$ cat config.mk
export PLATFORM = sky130hd
export DESIGN_NAME = bf8c_ram
export DESIGN_NICKNAME = d
export VERILOG_FILES = /design/src/sv/boundary_fill_8_connected_core_defines.svh /design/src/sv/bf8c_ram.sv
export SDC_FILE = /design/constraint.sdc
export NUM_CORES = 2
export LEC_CHECK = 0
export ABC_AREA = 1
export BUFFER_PORTS_ARGS = -buffer_cell sky130_fd_sc_hd__clkbuf_2
export CAP_MARGIN = 20
export CORE_ASPECT_RATIO = 0.5
export CORE_MARGIN = 2
export CORE_UTILIZATION = 35
export CTS_CLUSTER_DIAMETER = 40
export DETAILED_ROUTE_END_ITERATION = 16
export PLACE_DENSITY = 0.49
export SLEW_MARGIN = 40
export SYNTH_ARGS = -nofsm -noshare
export SYNTH_HDL_FRONTEND = slang
export SYNTH_SLANG_ARGS = --single-unit
$ cat constraint.sdc
create_clock -name clk_i -period 4 [get_ports clk_i]
set_input_delay 0.8 -clock clk_i [delete_from_list [all_inputs] [get_ports clk_i]]
set_output_delay 0.8 -clock clk_i [all_outputs]
set_load 0.03 [all_outputs]
$ cat src/sv/boundary_fill_8_connected_core_defines.svh
// Assertion macros shared by the boundary fill core.
`ifndef BOUNDARY_FILL_8_CONNECTED_CORE_DEFINES_SVH
`define BOUNDARY_FILL_8_CONNECTED_CORE_DEFINES_SVH

// Same-cycle implication, checked on every rising edge outside reset.
`define BF8C_ASSERT_IMP(lbl, ante, cons, msg) \
  lbl: assert property (@(posedge clk_i) disable iff (!rst_ni) (ante) |-> (cons)) \
    else $error(msg);

// Next-cycle implication, checked on every rising edge outside reset.
`define BF8C_ASSERT_NXT(lbl, ante, cons, msg) \
  lbl: assert property (@(posedge clk_i) disable iff (!rst_ni) (ante) |=> (cons)) \
    else $error(msg);

`endif

$ cat src/sv/bf8c_ram.sv
// Simple dual-port RAM with one write port and one registered read port.
module bf8c_ram #(
  parameter int DATA_W = 8,
  parameter int ADDR_W = 8
) (
  input  logic              clk_i,
  input  logic              we_i,
  input  logic [ADDR_W-1:0] waddr_i,
  input  logic [DATA_W-1:0] wdata_i,
  input  logic              re_i,
  input  logic [ADDR_W-1:0] raddr_i,
  output logic [DATA_W-1:0] rdata_o
);

  logic [DATA_W-1:0] mem [2**ADDR_W];
  logic [DATA_W-1:0] rdata_q;

  // Write and registered read
  always_ff @(posedge clk_i) begin
    if (we_i) begin
      mem[waddr_i] <= wdata_i;
    end
    if (re_i) begin
      rdata_q <= mem[raddr_i];
    end
  end

  assign rdata_o = rdata_q;

endmodule

**Yosys cells after proc, flatten, opt, wreduce, memory -nomap -nowiden**

Memory sizes are Yosys's and may differ from the RTL's. A register that Yosys moved wholly into a read port is not among the register bits.
Index checks and enable logic that the tools add are counted.

- Memories: 1
- Word-level logic and storage cells: 3
- Register bits after elaboration: 0
- Bits in writable memories: 2048
- Output and inout bits: 8

Memories:

| memory | words | bits a word | rd ports | clocked after memory_dff | write ports | RTL line | text |
|---|---|---|---|---|---|---|---|
| mem | 256 | 8 | 1 | 1 | 1 | bf8c_ram.sv:15 | `logic [DATA_W-1:0] mem [2**ADDR_W];` |

- Muxes and demuxes: 2

Operators by type and width:

| cell | number |
|---|---|
| 2-to-1 mux 1 bit | 2 |

**Longest topological paths before layout**

- Word-level depth: 2
- Depth in mapped cells: 15
- Gate-level depth less buffers: 11

**Least setup slack after synthesis**

No wires, ideal clock.

- Path kind: input to register
- Start point: in we_i
- End point: mem mem[162][0], enable pin
- Arrival: 1.921 ns
- Buffers on the path: 2
- Stages on the path: 4
- Setup time: 0.370 ns
- Path slack: 1.709 ns
- Required time: 3.630 ns
- Cells stage by stage: clkbuf_1 > nand3_1 > clkbuf_1 > nor2_1

- Longest elaborated chain between the ends: 2

Ends and longest elaborated chain:

| element | RTL line | text |
|---|---|---|
| start: declaration | bf8c_ram.sv:7 | `input logic we_i,` |
| 2-to-1 mux 1 bit | bf8c_ram.sv:20 | `if (we_i) begin` |
| 2-to-1 mux 1 bit (implied by the code) | bf8c_ram.sv:21 | `mem[waddr_i] <= wdata_i;` |
| end: declaration | bf8c_ram.sv:15 |  |

Every way passes these cells.

==> results.md <==
- Status: complete, no violations
- Synth Register Bits: between 2000 and 2500
- Vias in the first global route: approximately 52000
- Hold WS: 0.372 ns
- Initial Utilization: between 30% and 40%
- Top Ports: 35
- Setup TNS Final: 0 ns
- First-pass GRT wire length: about 370000 microns
- Register area share after synthesis: between 70% and 80%
- ANT nets after route: 0
- Initial antenna violation count: 9
- Sequential power share: approximately half
- Peak Freq: approximately 0.34 GHz
- Synthesized-area fraction occupied by adder cells: 0%
- Endpoints failing setup: 0
- Nets: between 7000 and 8000
- Post-synthesis simple-gate area fraction: 22.9%
- Largest family of logic cells by synthesized area: simple AND/OR/NAND/NOR gates
- Final period util: about three quarters
- Kind of critical path: in2reg
- VDD IR max: 0.000310 V
- Mapped Area: between 80000 and 90000 sq um
- CTS sink cnt: approximately 2000
- Leak: around 33 nW
- 1st-pass router iterations: 8
- Clock power frac: a little over two fifths
- RSZ-0062 raised after global routing: no
- Pwr dens: between 400 and 500 nW/um^2
- Drt wl/cell: between 20 and 25 microns
- Sw Ratio: a little under a quarter
- Worst-margin pin slew: around 0.90 ns
- Final Hold Fails: 0
- Crit end category: flip-flop
- Number of H-tree levels: 4
- Total number of vias: ~54000
- Ys Warns: 0
- Detailed Route Iter0 Violations: 5613
- Hold buffer count at CTS: 0
- Synth Net Count: between 7000 and 8000
- PortBufs: 34
- Post-CTS Resized: 0
- Commonest non-fill, non-tap cell in the layout: nand2_1
- Xor/xnor share of the synthesized area: 0%
- Synth Area in Compound Gates: 0%
- DRT Wirelength: roughly 250000 microns
- Clock latency at the later pin of the worst-skew pair: 0.87 ns
- CTS buffer count: 220
- Largest net degree at the start of global routing: between 150 and 200
- Cells after DPL: between 10000 and 15000
- CTS tree: yes
- FP Rows: around 130
- Worst Hold Class: in2reg
- Fin crit period: ~3 ns
- Req. time, crit path: 4.72 ns
- Post-DP HPWL: 147000 microns
- Area Growth Syn to Fin: 14.8%
- Mux cell area share after synthesis: 0%
- Max-cap viol count: 0
- Switch Pwr: ~11 mW
- Synth Instances: between 7000 and 8000
- Remaining Overflow, GRT: 0
- CP arrival: roughly 3.7 ns
- Max_slew headroom: between 30% and 40%
- Post-CTS setup buffers: 0
- Clk pin slew, worst setup/hold paths: ~0.060 ns
- Synthesized area per cell: ~12 sq um
- Core Area: approximately 240000 sq um
- GRT Util Overall: 20.4%
- Gpl congestion: a little over 0.8
- Clock Skew: between 0.06 and 0.07 ns
- Cell internal pwr: roughly 36 mW
- Layout cell share with drive strength beyond 1: between 10% and 20%
- DRC: 0
- Avg Vias per Cell: just over 5
- Comb pwr share: under 10%
- Critical Path Start Type: input port
- Crit Path Max Fanout: slightly below 100
- Fin. max-slew vios: 0
- Die Wd: just under 700 microns
- Die Area: 243000 sq um
- Yosys cell types: 13
- Clock root cell: clkbuf_16
- Most frequent cells in the layout: nand2_1 (2105), edfxtp_1 (2056), nand3_1 (2019)
- Layout Cells excl Fill: between 10000 and 15000
- Die Ht: 349 microns
- Clock Path Buffers: 4
## stage by stage
stage	total power, mW	setup slack (ns)	cell area, sq um	utilization (%)
finish	46.9	1.07	95800	40.5
global route	48.3	0.929	95800	40.5
CTS	47.3	1.09	95800	40.5
detailed placement	27.1	0.163	88700	37.5
global placement	27.1	0.195	88700	37.5
floorplan	25.7	1.71	83500	-
## routing by layer
| layer | vias up | track usage [%] | wire [microns] |
|---|---|---|---|
| li1 | 25131 | - | - |
| met1 | 27024 | 29.6 | 115000 |
| met2 | 1605 | 31.9 | 114000 |
| met3 | 342 | 3.34 | 15900 |
| met4 | 0 | 4.99 | 6210 |
| met5 | - | 0 | 0 |
## critical path, cell delays in order
cell and delay [ns]:
buf_8 0.17, inv_16 0.28, buf_12 0.34, buf_4 0.33, nand2_1 0.09, nand3_1 0.08, nand3_1 0.08, nand3_1 0.09
nand3_1 0.08, nand3_1 0.18, nand3_1 0.21, nand2_1 0.22, nand2_1 0.34, nand2_1 0.15
## cells by family after synthesis
group | count (synthesis)
flops | 2056
simple gates | 4425
buf+inv | 522
## sequential cells by signal, summed over array words and instances (netlist names)
signal / cells
rdata_o: 8
mem: 2048
## layout make-up
class                      count  area, sq um
fill                       22221       141000
sequential                  2056        61700
multi-input combinational   4425        19200
clock buffer                 261         5770
tap                         3136         3920
timing repair buffer         381         3720
clock inverter               126         1240
inverter                      39          184
antenna                        2         5.00
## power groups by stage
stage	Combinational [mW]	Sequential [mW]	Clock [mW]
final	2.87	23.8	20.3
after global routing	3.12	23.8	21.4
after CTS	2.89	23.8	20.6
after detailed placement	2.89	24.2	0
after global placement	2.88	24.2	0
after floorplan	1.47	24.2	0
## synthesized netlist by cell type
cell,instances,area (sq um)
buf_8,1,15.0
nor2_1,283,1060
buf_1,40,150
clkbuf_1,112,420
inv_2,2,7.51
nand3_1,2019,10100
nand2_1,2123,7970
buf_2,268,1340
buf_4,46,345
inv_1,36,135
inv_4,1,6.26
edfxtp_1,2056,61700
buf_6,16,180
## worst paths after layout
| path | start | end | slack [ns] | depth (start not counted) |
|---|---|---|---|---|
| worst max-delay path | raddr_i[0] | rdata_o[5]$_DFFE_PP_ | 1.07 | 14 |
| worst min-delay path | wdata_i[5] | mem[11][5]$_DFFE_PP_ | 0.37 | 1 |
| worst max register to register | mem[109][5]$_DFFE_PP_ | rdata_o[5]$_DFFE_PP_ | 1.71 | 10 |
| worst min register to register | mem[158][5]$_DFFE_PP_ | rdata_o[5]$_DFFE_PP_ | 1.09 | 10 |
Note: power is estimated with default switching activity, not from simulation.
