[config.mk]
export PLATFORM = sky130hd
export DESIGN_NAME = bf8c_visit
export DESIGN_NICKNAME = d
export VERILOG_FILES = /design/src/sv/boundary_fill_8_connected_core_defines.svh /design/src/sv/bf8c_pkg.sv /design/src/sv/bf8c_visit.sv
export SDC_FILE = /design/constraint.sdc
export NUM_CORES = 1
export LEC_CHECK = 0
export ABC_AREA = 1
export BUFFER_PORTS_ARGS = -buffer_cell sky130_fd_sc_hd__buf_2
export CAP_MARGIN = 30
export CORE_AREA = 2 2 56 47
export DETAILED_ROUTE_END_ITERATION = 10
export DIE_AREA = 0 0 58 49
export PLACE_DENSITY = 0.78
export SYNTH_ARGS = -nofsm -noshare
export SYNTH_HDL_FRONTEND = slang
export SYNTH_SLANG_ARGS = --single-unit
export TNS_END_PERCENT = 5
[constraint.sdc]
create_clock -name vclk -period 2.76
set_input_delay 0.69 -clock vclk [all_inputs]
set_output_delay 0.69 -clock vclk [all_outputs]
set_load 0.01 [all_outputs]
[src/sv/boundary_fill_8_connected_core_defines.svh]
// Assertion macros shared by the boundary fill core.
`ifndef BOUNDARY_FILL_8_CONNECTED_CORE_DEFINES_SVH
`define BOUNDARY_FILL_8_CONNECTED_CORE_DEFINES_SVH

// Same-cycle implication, checked on every rising edge outside reset.
`define BF8C_ASSERT_IMP(lbl, ante, cons, msg) \
  lbl: assert property (@(posedge clk_i) disable iff (!rst_ni) (ante) |-> (cons)) \
    else $error(msg);

// Next-cycle implication, checked on every rising edge outside reset.
`define BF8C_ASSERT_NXT(lbl, ante, cons, msg) \
  lbl: assert property (@(posedge clk_i) disable iff (!rst_ni) (ante) |=> (cons)) \
    else $error(msg);

`endif

[src/sv/bf8c_pkg.sv]
// Package of types, constants and helper functions for the boundary fill core.
package bf8c_pkg;

  // Default geometry and colour depth
  localparam int GRID_ROWS_DEF  = 16;
  localparam int GRID_COLS_DEF  = 16;
  localparam int COLOR_BITS_DEF = 8;

  // Field widths of the stream words
  localparam int FUNC_W  = 2;
  localparam int COORD_W = 6;
  localparam int COLOR_W = 8;
  localparam int COUNT_W = 13;
  localparam int TDATA_W = 24;

  // Configuration port
  localparam int APB_AW = 3;
  localparam int APB_DW = 32;
  localparam logic [COLOR_W-1:0] FILL_RESET  = 8'd1;
  localparam logic [COLOR_W-1:0] BOUND_RESET = 8'd7;
  localparam logic REG_FILL     = 1'b0;
  localparam logic REG_BOUNDARY = 1'b1;

  // Operation codes
  localparam logic [FUNC_W-1:0] FUNC_WRITE = 2'd0;
  localparam logic [FUNC_W-1:0] FUNC_READ  = 2'd1;
  localparam logic [FUNC_W-1:0] FUNC_FILL  = 2'd2;

  // Neighbour offset codes along one axis
  localparam logic [1:0] OFF_ZERO  = 2'd0;
  localparam logic [1:0] OFF_MINUS = 2'd1;
  localparam logic [1:0] OFF_PLUS  = 2'd2;

  localparam logic [3:0] NBR_COUNT = 4'd8;

  // Neighbour address and whether it lies on the grid
  typedef struct packed {
    logic [COORD_W-1:0] row;
    logic [COORD_W-1:0] col;
    logic               on_grid;
  } visit_rsp_t;

  // Row offset of neighbour k, scanning the eight around the centre
  function automatic logic [1:0] nbr_dr(input logic [2:0] k);
    logic [1:0] d;
    unique case (k)
      3'd0, 3'd1, 3'd2: d = OFF_MINUS;
      3'd3, 3'd4:       d = OFF_ZERO;
      default:          d = OFF_PLUS;
    endcase
    return d;
  endfunction

  // Column offset of neighbour k
  function automatic logic [1:0] nbr_dc(input logic [2:0] k);
    logic [1:0] d;
    unique case (k)
      3'd0, 3'd3, 3'd5: d = OFF_MINUS;
      3'd1, 3'd6:       d = OFF_ZERO;
      default:          d = OFF_PLUS;
    endcase
    return d;
  endfunction

endpackage

[src/sv/bf8c_visit.sv]
// Shared visit unit: neighbour address generation and fill colour test.
module bf8c_visit #(
  parameter int GRID_ROWS  = bf8c_pkg::GRID_ROWS_DEF,
  parameter int GRID_COLS  = bf8c_pkg::GRID_COLS_DEF,
  parameter int COLOR_BITS = bf8c_pkg::COLOR_BITS_DEF
) (
  input  logic [bf8c_pkg::COORD_W-1:0] center_row_i,
  input  logic [bf8c_pkg::COORD_W-1:0] center_col_i,
  input  logic [2:0]                   nbr_idx_i,
  input  logic [COLOR_BITS-1:0]        pix_i,
  input  logic [COLOR_BITS-1:0]        fill_i,
  input  logic [COLOR_BITS-1:0]        bound_i,
  output bf8c_pkg::visit_rsp_t         nbr_o,
  output logic                         pass_o
);

  localparam logic [bf8c_pkg::COORD_W-1:0] ROW_LAST = bf8c_pkg::COORD_W'(GRID_ROWS - 1);
  localparam logic [bf8c_pkg::COORD_W-1:0] COL_LAST = bf8c_pkg::COORD_W'(GRID_COLS - 1);

  logic                         row_ok;
  logic                         col_ok;
  logic [bf8c_pkg::COORD_W-1:0] nbr_row;
  logic [bf8c_pkg::COORD_W-1:0] nbr_col;

  // Step the row by the neighbour's offset, drop it at the grid edge
  always_comb begin
    unique case (bf8c_pkg::nbr_dr(nbr_idx_i))
      bf8c_pkg::OFF_MINUS: begin
        nbr_row = center_row_i - 1'b1;
        row_ok  = (center_row_i != '0);
      end
      bf8c_pkg::OFF_PLUS: begin
        nbr_row = center_row_i + 1'b1;
        row_ok  = (center_row_i != ROW_LAST);
      end
      default: begin
        nbr_row = center_row_i;
        row_ok  = 1'b1;
      end
    endcase
  end

  // Same for the column
  always_comb begin
    unique case (bf8c_pkg::nbr_dc(nbr_idx_i))
      bf8c_pkg::OFF_MINUS: begin
        nbr_col = center_col_i - 1'b1;
        col_ok  = (center_col_i != '0);
      end
      bf8c_pkg::OFF_PLUS: begin
        nbr_col = center_col_i + 1'b1;
        col_ok  = (center_col_i != COL_LAST);
      end
      default: begin
        nbr_col = center_col_i;
        col_ok  = 1'b1;
      end
    endcase
  end

  assign nbr_o = '{row: nbr_row, col: nbr_col, on_grid: row_ok && col_ok};

  // A cell is taken if it is neither boundary nor fill colour
  assign pass_o = (pix_i != bound_i) && (pix_i != fill_i);

endmodule

After elaboration in Yosys (flattened, before gate mapping)
Index checks and enable logic that the tools add are counted.
{"block": "classes", "addsub": 4, "n_mul": 0, "div": 0, "n_lt_le_gt_ge": 0, "eq_ne": 14, "shifts": 0, "mux": 6, "bitwise": 0, "reduce_logical": 9}
{"cell": "$pmux W6 S2", "count": 2}
{"cell": "$ne A8 B8 Y1", "count": 2}
{"cell": "$add A6 B1 Y6 const B", "count": 2}
{"cell": "$ne A6 B4 Y1 const B", "count": 2}
{"cell": "$reduce_bool A6 Y1", "count": 2}
{"cell": "$sub A6 B1 Y6 const B", "count": 2}
{"cell": "$eq A3 B3 Y1 const B", "count": 3}
{"cell": "$pmux W2 S2", "count": 2}
{"cell": "$eq A3 B2 Y1 const B", "count": 2}
{"cell": "$reduce_or A3 Y1", "count": 2}
{"cell": "$eq A2 B1 Y1 const B", "count": 2}
{"cell": "$eq A2 B2 Y1 const B", "count": 2}
{"cell": "$pmux W1 S2", "count": 2}
{"cell": "$reduce_or A2 Y1", "count": 2}
{"cell": "$eq A3 B1 Y1 const B", "count": 1}
{"cell": "$logic_not A3 Y1", "count": 1}
{"cell": "$logic_and A1 B1 Y1", "count": 2}
{"block": "word_totals", "regBits": 0, "latch_bits": 0, "mem_bits_rw": 0, "rom_bits": 0, "input_bits": 39, "output_inout_bits": 14, "word_cells": 33, "mem_count": 0}

Longest topological paths before layout
Gate-level depths: netlist of the first run.
{"block": "depth", "depth_word": 6, "depth_mapped": 14, "depth_no_buf": 14}

Least setup slack after synthesis of the first run
OpenSTA, ideal clock, no wires.
{"block": "synth_timing", "kind": "input -> output", "startpoint": "input nbr_idx_i[0]", "endpoint": "output nbr_o[5] (netlist name)", "arrival_time_ns": 2.152, "t_required_ns": 2.070, "setup_slack_ns": -0.082, "cell_stages": 11, "path_buffers": 0, "path_cell_list": "inv_2 > nand2_2 > o21ai_4 > inv_2 > nand2_1 > ha_1 > nand2_1 > nand2_1 > a21oi_1 > xor2_1 > o21ai_0"}
{"item": "start, declared", "line_no": "bf8c_visit.sv:9", "rtl": "input logic [2:0] nbr_idx_i,"}
{"item": "end, declared", "line_no": "bf8c_visit.sv:13", "rtl": "output bf8c_pkg::visit_rsp_t nbr_o,"}

==> results.ini, run 1 <==
[min_path]
min_path_type = in2out
min_from = center_col_i[5]

[final_layout]
clock_buffers = 0
seq_cell_count = 0
drive_gt1_share_pct = 46.05
nNetsFinal = 279
regArea_um2 = 0
area_growth_pct = 66.89
final_area_um2 = 1526
n_antenna_cell = 0

[timing]
rsz0062_at_grt = true
period_needed_ns = 2.881
worst_pin_slew_ns = 0.2229
worst_slack_ns = -0.1211
fmax_mhz = 347.1
hold_viol_final = 0
period_share_pct = 104.4
drv_slew = 0
finalSetupViolCount = 7
slew_headroom_pct = 85.08

[detailed_routing]
wl_mm = 2.702
wire_per_inst_um = 10.60
drc_errors = 0
drt-vias-per-instance = 4.796
drt-pass1-iter-count = 4
vias = 1223
first_iter_violations = 29
ant_nets = 0

[placement]
dp_hpwl_mm = 2.035
place.gp.congestion = 0.8826
portBuffers = 53
detailed_place.area_um2 = 1333

[synth]
syn_avg_cell_area_um2 = 5.752
synth_nets = 208
yosysSeqAreaShare_pct = 0
yosysWarnings = 0
netlist_area_um2 = 914.6
synth_cells = 159
ys_types = 24

[power]
p_leak_nw = 0.8106
fin_total_pwr_mw = 0.3654
ir_drop_mv = 0.1663
powerDensity_nw_per_um2 = 239.4

[outcome]
outcome = finished with violations
violations = setup timing

[critical_path]
crit_fanout = 5
crit_required_ns = 2.07
crit_end = nbr_o[6]
cp.arrival_ns = 2.19
crit_start = nbr_idx_i[0]
end_kind = output pin
cp-start-kind = input pin
critPathKind = in2out

[grt]
grt_pass1_vias = 1072
antenna_found_initial = 0
grt-ovfl-total = 0
grt_use_total_pct = 18.60
grt_first_pass_wirelength_mm = 4.436
grt_max_degree = 10

[floorplan]
die_x_um = 58
die-area_um2 = 2842
core_um2 = 2322
die_height_um = 49
start_util_pct = 39.39
num_rows = 16
io_pins = 53

[job]
maxCapViolations = 0

[cts]
hold_buffers = 0

worst min path at each step:
stage	endpoint	slack (ns)	depth (start not counted)
6_report	nbr_o[6]	1.68	4
5_1_grt	nbr_o[6]	1.70	4
2_1_floorplan	nbr_o[7]	1.46	1
4_1_cts	nbr_o[6]	1.68	4
3_3_place_gp	nbr_o[6]	1.68	4
3_5_place_dp	nbr_o[6]	1.68	4
Yosys cell counts:
master,n,area share (%)
nand2_1,42,17
inv_1,19,7.8
nor2_1,18,7.4
nand3_1,13,7.1
xor2_1,10,9.6
ha_1,8,11
a21oi_1,7,3.8
xnor2_1,6,5.7
nand4_1,5,3.4
or2_2,5,3.4
inv_2,4,1.6
nor3_1,3,1.6
o21ai_1,3,1.6
fa_1,2,4.4
nand3_2,2,2.2
o211ai_1,2,1.6
o21ai_0,2,1.1
o21ai_4,2,3.6
clkinv_1,1,0.41
mux2_4,1,1.6
nand2_2,1,0.68
nand2_4,1,1.2
nand3b_1,1,0.82
o21ai_2,1,0.96
metal layers:
metal	global-route usage (%)	vias up	routed length, um	part of all wire [%]
met5	0	-	0	0
met4	1.550	0	51	1.9
met3	1.592	4	166	6.1
met2	33.52	46	1285	48
met1	24.72	520	1199	44
li1	-	653	-	-
critical path, stage by stage:
cell     delay, ns
buf_6         0.11
inv_2         0.07
nand2_4       0.06
o21ai_4       0.13
inv_2         0.08
nand2_8       0.09
ha_1          0.24
nand2_1       0.09
nand2_2       0.07
nand3_2       0.10
nand3_1       0.14
nand3_1       0.11
nand2_1       0.05
nand2_1       0.04
buf_2         0.12
power by group:
group,internal (mW),total (mW),switching (mW)
Combinational,0.180,0.365,0.185
Sequential,0,0,0
Clock,0,0,0
cells in the final DEF (no fill, tap or decap), drive strengths merged:
cell type / n
a21oi: 7
buf: 69
clkinv: 1
fa: 2
ha: 8
inv: 23
mux2: 1
nand2: 44
nand3: 15
nand3b: 1
nand4: 5
nor2: 18
nor3: 3
o211ai: 2
o21ai: 8
or2: 5
xnor2: 6
xor2: 10
per-stage QoR:
step	hold slack, ns	util [%]	std cells	setup slack (ns)	setup TNS, ns
after global placement	1.677	57.38	254	-0.1452	-0.5068
after floorplan	1.460	-	159	0.04397	0
after global routing	1.699	65.73	255	-0.2115	-0.9541
after detailed placement	1.682	57.38	254	-0.1861	-0.7605
after CTS	1.683	63.04	255	-0.09017	-0.3026
final	1.684	65.73	255	-0.1211	-0.3132
kinds of logic (layout without fill, tap and decap cells):
group                    count (synthesis)  in the layout  synth area share (%)
XOR/XNOR                                16             16                 15.32
multiplexers                             1              1                 1.641
buffers and inverters                   24             93                 9.849
AND/OR/NAND/NOR                         91             91                 45.14
adder cells (fa/ha/maj)                 10             10                 15.32
AO/OA/AOI/OAI                           17             17                 12.72
layout make-up:
| cell class | count | area, um2 |
|---|---|---|
| fill | 210 | 795.8 |
| inverter | 24 | 100.1 |
| multi-input combinational | 135 | 965.9 |
| tap | 27 | 33.78 |
| timing repair buffer | 69 | 426.7 |
what timing repair did:
item                                    CTS  global route
cloned                                    0             0
resized for setup                        25            13
endpoints found under the setup margin    8             9
setup buffers                             1             0
pin swaps                                 7             8
Power figures use the tool's default switching activity.
==> inputs of run 2 (changes only) <==
SKIP_LAST_GASP = 1   (was default)
==> run 2 against run 1 <==
The run still ends with setup timing left; die area did not move; worst hold slack worse by 0.00098 ns; global-route usage unchanged; critical path depth unchanged; core utilization shrank 1.7 points; sequential share of layout area unchanged; combinational power decreased by 4%; routed wire length fell by 7.1%; via count about the same; power is 3.9% lower; first-iteration DRC count did not move; highest routed layer unchanged.
==> results.ini, run 2 (same netlist as run 1, synthesis figures left out) <==
[final_layout]
area_growth_pct = 62.65
clock_buffers = 0
nNetsFinal = 279
n_antenna_cell = 0
drive_gt1_share_pct = 44.30
nFillCells = 210
fin_cells = 255
final_core_util_pct = 64.06
final_cell_mix = buf_2 (50), nand2_1 (37), inv_1 (19), nor2_1 (18), buf_4 (16)
layout_commonest_cell = buf_2
seq_cell_count = 0
regArea_um2 = 0

[detailed_routing]
vias = 1222
wl_mm = 2.511
wire_per_inst_um = 9.847
ant_nets = 0
drt-vias-per-instance = 4.792
first_iter_violations = 29
drt-pass1-iter-count = 5
drc_errors = 0

[critical_path]
cp_slowest_cell = ha_1
critPathKind = in2out
end_kind = output pin
max_stage_delay_ns = 0.23
cpMostUsedCell = nand2_1
cp.arrival_ns = 2.16
cp-start-kind = input pin
crit_required_ns = 2.07
crit_fanout = 5
crit_chain = buf_6, inv_2, nand2_4, o21ai_4, inv_2, nand2_8, ha_1, nand2_1, nand2_1, nand3_2, nand3_1, nand3_1, nand2_1, nand2_1, buf_2

[power]
ir_drop_mv = 0.1381
p_comb_share_pct = 100.0
seq_power_share_pct = 0
p_switching_mw = 0.1788
powerDensity_nw_per_um2 = 236.1
swShare_pct = 50.89
internal_power_mw = 0.1725
p_leak_nw = 0.7996
p_clk_share_pct = 0

[grt]
grt_use_met1_pct = 24.72
grt_first_pass_wirelength_mm = 4.436
groute.layer.met3.usage_pct = 1.592
antenna_found_initial = 0
grt_pass1_vias = 1072
grt_use_total_pct = 18.60
grt_max_degree = 10
grt-ovfl-total = 0
met2_usage_pct = 33.52
busiest_layer = met2

[floorplan]
core_um2 = 2322
num_rows = 16
start_util_pct = 39.39
die_height_um = 49
io_pins = 53
die_x_um = 58
die-area_um2 = 2842

[timing]
hold_viol_final = 0
worst_pin_slew_ns = 0.1967
rsz0062_at_grt = true
period_needed_ns = 2.849
finalSetupViolCount = 7
drv_slew = 0
period_share_pct = 103.2
worst_slack_ns = -0.08899
slew_headroom_pct = 86.83
fmax_mhz = 351.0

[cts]
hold_buffers = 0

[placement]
dp_hpwl_mm = 2.035
dp_slack_ns = -0.1861
place.gp.congestion = 0.8826
placed_cells = 254
portBuffers = 53

[min_path]
min_path_type = in2out

[outcome]
outcome = finished with violations
violations = setup timing

[job]
maxCapViolations = 0

[run 2: cell counts in the layout (fill, tap and decap cells not counted)]
No cell type changed its count.
[run 2: worst paths after layout]
path,from,end,slack (ns),cells after the start
min,center_col_i[5],nbr_o[6],1.68,4
max,nbr_idx_i[0],nbr_o[6],-0.09,15
[run 2: area by class of cell]
type                            instances  area (um2)  area share, %
Timing Repair Buffer                   69       407.9          27.42
Inverter                               24       95.09          6.392
Multi-Input combinational cell        135       950.9          63.92
Tap cell                               27       33.78          2.271
[run 2: power by group through the flow]
stage / clock (mW) / combinational (mW) / sequential (mW)
final: 0 / 0.351 / 0
after global routing: 0 / 0.392 / 0
after CTS: 0 / 0.342 / 0
after detailed placement: 0 / 0.306 / 0
after global placement: 0 / 0.302 / 0
after floorplan: 0 / 0.181 / 0
[run 2: through the flow]
stage          setup TNS, ns  hold WS (ns)  total power, mW  cell area [um2]
6_report             -0.3337         1.683           0.3513             1488
3_3_place_gp         -0.5068         1.677           0.3017             1333
2_1_floorplan              0         1.460           0.1811            920.9
5_1_grt               -1.139         1.699           0.3916             1488
3_5_place_dp         -0.7605         1.682           0.3063             1333
4_1_cts              -0.3066         1.683           0.3421             1461
[run 2: what timing repair did]
action	4_1_cts	5_1_grt
resized for setup	24	4
endpoints found under the setup margin	8	9
pin swaps	7	6
setup buffers	1	0
[run 2: routing by layer]
metal  part of all wire [%]  wire length [um]
met5                      0                 0
met4                   0.84                21
met2                     49              1219
met3                    5.0               126
met1                     46              1144
[run 2: worst max-delay path: cells and delay by family]
kind                       cells  cell delay (ns)
adders and majority gates      1             0.23
AOI/OAI and AO/OA              1             0.13
and+or+nand+nor                9             0.72
buffers and inverters          4             0.38
